[src/sv/ucfc_pkg.sv]
// Shared types and constants for the UART command frame checker.
package ucfc_pkg;

  localparam int BYTE_W = 8;
  localparam int HIDX_W = 5;

  localparam logic [BYTE_W-1:0] START_MARK = 8'hAF;
  localparam logic [BYTE_W-1:0] END_MARK   = 8'hDF;
  localparam logic [BYTE_W-1:0] BROADCAST  = 8'hFF;
  localparam logic [BYTE_W-1:0] LOW_FIRST  = 8'h01;
  localparam logic [BYTE_W-1:0] LOW_LAST   = 8'h0A;
  localparam logic [BYTE_W-1:0] HIGH_FIRST = 8'hE5;
  localparam logic [BYTE_W-1:0] HIGH_LAST  = 8'hEC;
  localparam logic [HIDX_W-1:0] HIGH_BASE  = 5'd10;
  localparam logic [BYTE_W-1:0] ADDR_RESET = 8'hFF;

  localparam logic FUNC_BYTE    = 1'b0;
  localparam logic FUNC_TIMEOUT = 1'b1;

  typedef enum logic [2:0] {
    ST_ACCEPT   = 3'd0,
    ST_ADDR_ERR = 3'd1,
    ST_CMD_ERR  = 3'd2,
    ST_DELIM    = 3'd3,
    ST_LENGTH   = 3'd4
  } status_t;

  typedef struct packed {
    status_t             status;
    logic [HIDX_W-1:0]   handler_index;
    logic [BYTE_W-1:0]   command_code;
    logic [BYTE_W-1:0]   argument;
  } result_t;

  typedef struct packed {
    logic [BYTE_W-1:0] first;
    logic [BYTE_W-1:0] addr;
    logic [BYTE_W-1:0] code;
    logic [BYTE_W-1:0] arg;
    logic [BYTE_W-1:0] last;
  } frame_view_t;

endpackage

[src/sv/ucfc_check.sv]
// Frame check: length, delimiters, address and command lookup into one result.
module ucfc_check #(
  parameter int FRAME_LEN = 5,
  parameter int CNT_W     = 4
) (
  input  logic [CNT_W-1:0]            count,
  input  ucfc_pkg::frame_view_t       frame,
  input  logic [ucfc_pkg::BYTE_W-1:0] own_address,
  output ucfc_pkg::result_t           result
);
  import ucfc_pkg::*;

  logic              len_ok;
  logic              delim_ok;
  logic              addr_ok;
  logic              low_hit;
  logic              high_hit;
  logic [BYTE_W-1:0] high_off;

  assign len_ok   = (int'(count) == FRAME_LEN);
  assign delim_ok = (frame.first == START_MARK) && (frame.last == END_MARK);
  assign addr_ok  = (frame.addr == BROADCAST) || (frame.addr == own_address);
  assign high_off = frame.code - HIGH_FIRST;

  always_comb begin
    low_hit  = frame.code inside {[LOW_FIRST:LOW_LAST]};
    high_hit = frame.code inside {[HIGH_FIRST:HIGH_LAST]};
  end

  always_comb begin
    result = '0;
    if (!len_ok) begin
      result.status = ST_LENGTH;
    end else if (!delim_ok) begin
      result.status = ST_DELIM;
    end else begin
      result.command_code = frame.code;
      result.argument     = frame.arg;
      if (!addr_ok) begin
        result.status = ST_ADDR_ERR;
      end else if (low_hit) begin
        result.status        = ST_ACCEPT;
        result.handler_index = HIDX_W'(frame.code - LOW_FIRST);
      end else if (high_hit) begin
        result.status        = ST_ACCEPT;
        result.handler_index = HIDX_W'(high_off) + HIGH_BASE;
      end else begin
        result.status = ST_CMD_ERR;
      end
    end
  end

endmodule
[config.mk]
export PLATFORM = sky130hd
export DESIGN_NAME = ucfc_check
export DESIGN_NICKNAME = d
export VERILOG_FILES = /design/src/sv/ucfc_pkg.sv /design/src/sv/ucfc_check.sv
export SDC_FILE = /design/constraint.sdc
export NUM_CORES = 1
export LEC_CHECK = 0
export BUFFER_PORTS_ARGS = -buffer_cell sky130_fd_sc_hd__buf_4
export CAP_MARGIN = 40
export CELL_PAD_IN_SITES_DETAIL_PLACEMENT = 0
export CELL_PAD_IN_SITES_GLOBAL_PLACEMENT = 1
export CORE_MARGIN = 8
export CORE_UTILIZATION = 19
export DETAILED_ROUTE_END_ITERATION = 16
export PLACE_DENSITY_LB_ADDON = 0.1
export REMOVE_ABC_BUFFERS = 1
export SYNTH_ARGS = -nofsm -noshare
export SYNTH_HDL_FRONTEND = slang
export SYNTH_SLANG_ARGS = --single-unit
[constraint.sdc]
create_clock -name vclk -period 1.4
set_input_delay 0.14 -clock vclk [all_inputs]
set_output_delay 0.14 -clock vclk [all_outputs]
set_load 0.005 [all_outputs]
==> impl_metrics.env <==
export IMPL_maxCapViolations=0
export IMPL_status="finished, violations left"
export IMPL_class_of_the_tightest_hold_or_removal_check="in -> out"
export IMPL_grt_setup_unrepaired="true"
export IMPL_portion_of_total_power_attributed_to_the_clock_network_pct=0
export IMPL_vias_per_cell=4.52
export IMPL_yosys_warnings=0
export IMPL_drt_iter0_markers=37
export IMPL_switching_share_pct=38.0
export IMPL_dieHeight_um=74.0
export IMPL_io_pins=76
export IMPL_hold_path_depth=3
export IMPL_timing_final_setup_violations=17
export IMPL_hpwl_um=2690
export IMPL_clock_fmax_mhz=673
export IMPL_final_worst_setup_slack_ns=-0.0857
export IMPL_share_of_the_core_filled_with_cells_pct=51.5
export IMPL_antenna_violating_nets_post_route=0
export IMPL_post_route_drc_count=0
export IMPL_power_switching_w=0.000115
export IMPL_grt_pass1_vias=1102
export IMPL_mostFrequentLayoutCells="75 x sky130_fd_sc_hd__buf_4, 23 x sky130_fd_sc_hd__buf_6, 13 x sky130_fd_sc_hd__and3_4"
export IMPL_pre_cts_ws_ns=-0.246
export IMPL_layout_clock_buffers=0
export IMPL_die_w_um=74.0
export IMPL_routed_wire_length_per_instance_um=14.5
export IMPL_grt_antenna_before_repair=0
export IMPL_critPathKind="in -> out"
export IMPL_final_max_slew_violation_count=0
export IMPL_vdd_ir_drop_max_mv=0.103
export IMPL_timing_final_hold_violations=0
export IMPL_gr_total_overflow=0
export IMPL_crit_path_start_kind="input pin"
export IMPL_fillerInstances=333
export IMPL_pin_count_of_the_biggest_net_entering_global_routing=17
export IMPL_gp_congestion=0.751
export IMPL_fp_dieArea_um2=5470
export IMPL_cell_internal_pwr_w=0.000188
export IMPL_vias=1030
export IMPL_finalHoldWorstSlack_ns=0.613
export IMPL_1st_pass_router_iterations=4
export IMPL_p_seq_share_pct=0
export IMPL_grtUsageTotal_pct=11.3
export IMPL_count_of_hold_buffers_inserted_by_post_cts_repair=0
export IMPL_synth_sequential_area_ratio_pct=0
export IMPL_regArea_um2=0
export IMPL_power_density_nw_per_um2=179
export IMPL_initial_utilization_pct=19.4
export IMPL_placed_area_um2=1400
export IMPL_post_synth_instance_area_um2=638
export IMPL_violated_checks="setup timing"
export IMPL_actual_transition_at_the_worst_max_transition_pin_ns=0.271
export IMPL_synth_cell_type_count=33
export IMPL_final_period_utilization_pct=106
export IMPL_port_buffers=76
export IMPL_detail_route_wirelength_um=3310
export IMPL_wp_data_arrival_ns=1.35
export IMPL_worstSetupEndpointType="output port"
export IMPL_design_core_area_um2=3280
export IMPL_leakage_nw=0.765
export IMPL_grt_pass1_wl_um=5090
export IMPL_seq_cell_count=0
export IMPL_row_count=21
export IMPL_totalNegativeSetupSlack_ns=-0.769
export IMPL_synth_area_per_cell_um2=7.42
export IMPL_antenna_diode_count=0
export IMPL_post_synth_inst_count=86
export IMPL_timing_max_slew_rel_slack_pct=81.9
export IMPL_area_growth_pct=165
export IMPL_required_ns=1.26
export IMPL_post_route_cell_area_um2=1690
export IMPL_worst_path_max_fanout=4
export IMPL_final_nets=240
export IMPL_post_route_min_period_ns=1.49
export IMPL_share_comb_of_total_power_pct=100.0
export IMPL_post_route_cells_drive_above_1_share_pct=76.9
export IMPL_leading_cell_type_in_the_layout_fill_and_taps_excluded="sky130_fd_sc_hd__buf_4"
==> synthesized netlist by cell type, types with 2 or more instances <==
| master | number | area share [%] |
|---|---|---|
| sky130_fd_sc_hd__and3_1 | 9 | 8.8 |
| sky130_fd_sc_hd__a21oi_1 | 5 | 3.9 |
| sky130_fd_sc_hd__and3_2 | 7 | 8.2 |
| sky130_fd_sc_hd__nand2_1 | 3 | 1.8 |
| sky130_fd_sc_hd__xnor2_1 | 11 | 15 |
| sky130_fd_sc_hd__a31oi_1 | 2 | 2.0 |
| sky130_fd_sc_hd__inv_1 | 4 | 2.4 |
| sky130_fd_sc_hd__o21ai_0 | 4 | 3.1 |
| sky130_fd_sc_hd__buf_2 | 2 | 1.6 |
| sky130_fd_sc_hd__nand4_1 | 7 | 6.9 |
| sky130_fd_sc_hd__nor2_1 | 4 | 2.4 |
| sky130_fd_sc_hd__nand4b_1 | 2 | 2.7 |
| sky130_fd_sc_hd__nand2b_1 | 3 | 2.9 |
| sky130_fd_sc_hd__ha_1 | 4 | 7.8 |
==> cell families after synthesis <==
family,count (synthesis),share of synthesized area (%)
AO/OA/AOI/OAI,16,16.3
AND/OR/NAND/NOR,47,54.5
adder cells (fa/ha/maj),4,7.84
buffers and inverters,8,6.27
XOR/XNOR,11,15.1
==> stage by stage <==
step / power (W) / instances
after global routing: 0.000326 / 228
after floorplan: 0.0000767 / 82
final: 0.000304 / 228
after CTS: 0.000287 / 226
after detailed placement: 0.000256 / 225
after global placement: 0.000251 / 225
==> metal layers <==
metal,up-vias,global-route usage (%),part of all wire [%]
met1,480,11.9,36
met3,0,2.02,7.4
li1,517,-,-
met2,33,23.2,57
met5,-,0,0
met4,0,0,0
==> worst paths after layout <==
| check | startpoint | endpoint | slack, ns |
|---|---|---|---|
| min | frame[8] | result[0] | 0.61 |
| max | frame[16] | result[18] | -0.09 |
==> worst max-delay path, cell delays in order <==
cell	delay [ns]
sky130_fd_sc_hd__buf_8	0.08
sky130_fd_sc_hd__buf_6	0.09
sky130_fd_sc_hd__ha_4	0.12
sky130_fd_sc_hd__nand2b_4	0.14
sky130_fd_sc_hd__a21oi_4	0.06
sky130_fd_sc_hd__a311oi_4	0.23
sky130_fd_sc_hd__buf_4	0.19
sky130_fd_sc_hd__nand2_2	0.05
sky130_fd_sc_hd__a21oi_2	0.13
sky130_fd_sc_hd__buf_4	0.13
==> what timing repair did <==
action,4_1_cts,5_1_grt
setup buffers,1,2
pin swaps,16,12
setup endpoints to repair,22,23
gates cloned,0,0
resized for setup,50,18
==> cell type report <==
class | instances | area (µm²) | share of cell area [%]
timing repair buffer | 100 | 852 | 50.4
multi-input combinational | 78 | 762 | 45.0
inverter | 4 | 20.0 | 1.18
tap | 46 | 57.6 | 3.40
==> power by group through the flow <==
stage	sequential [W]	combinational, W	clock [W]
after floorplan	0	0.0000767	0
after global placement	0	0.000251	0
after detailed placement	0	0.000256	0
after CTS	0	0.000287	0
after global routing	0	0.000326	0
final	0	0.000304	0
Power figures use the tool's default switching activity.
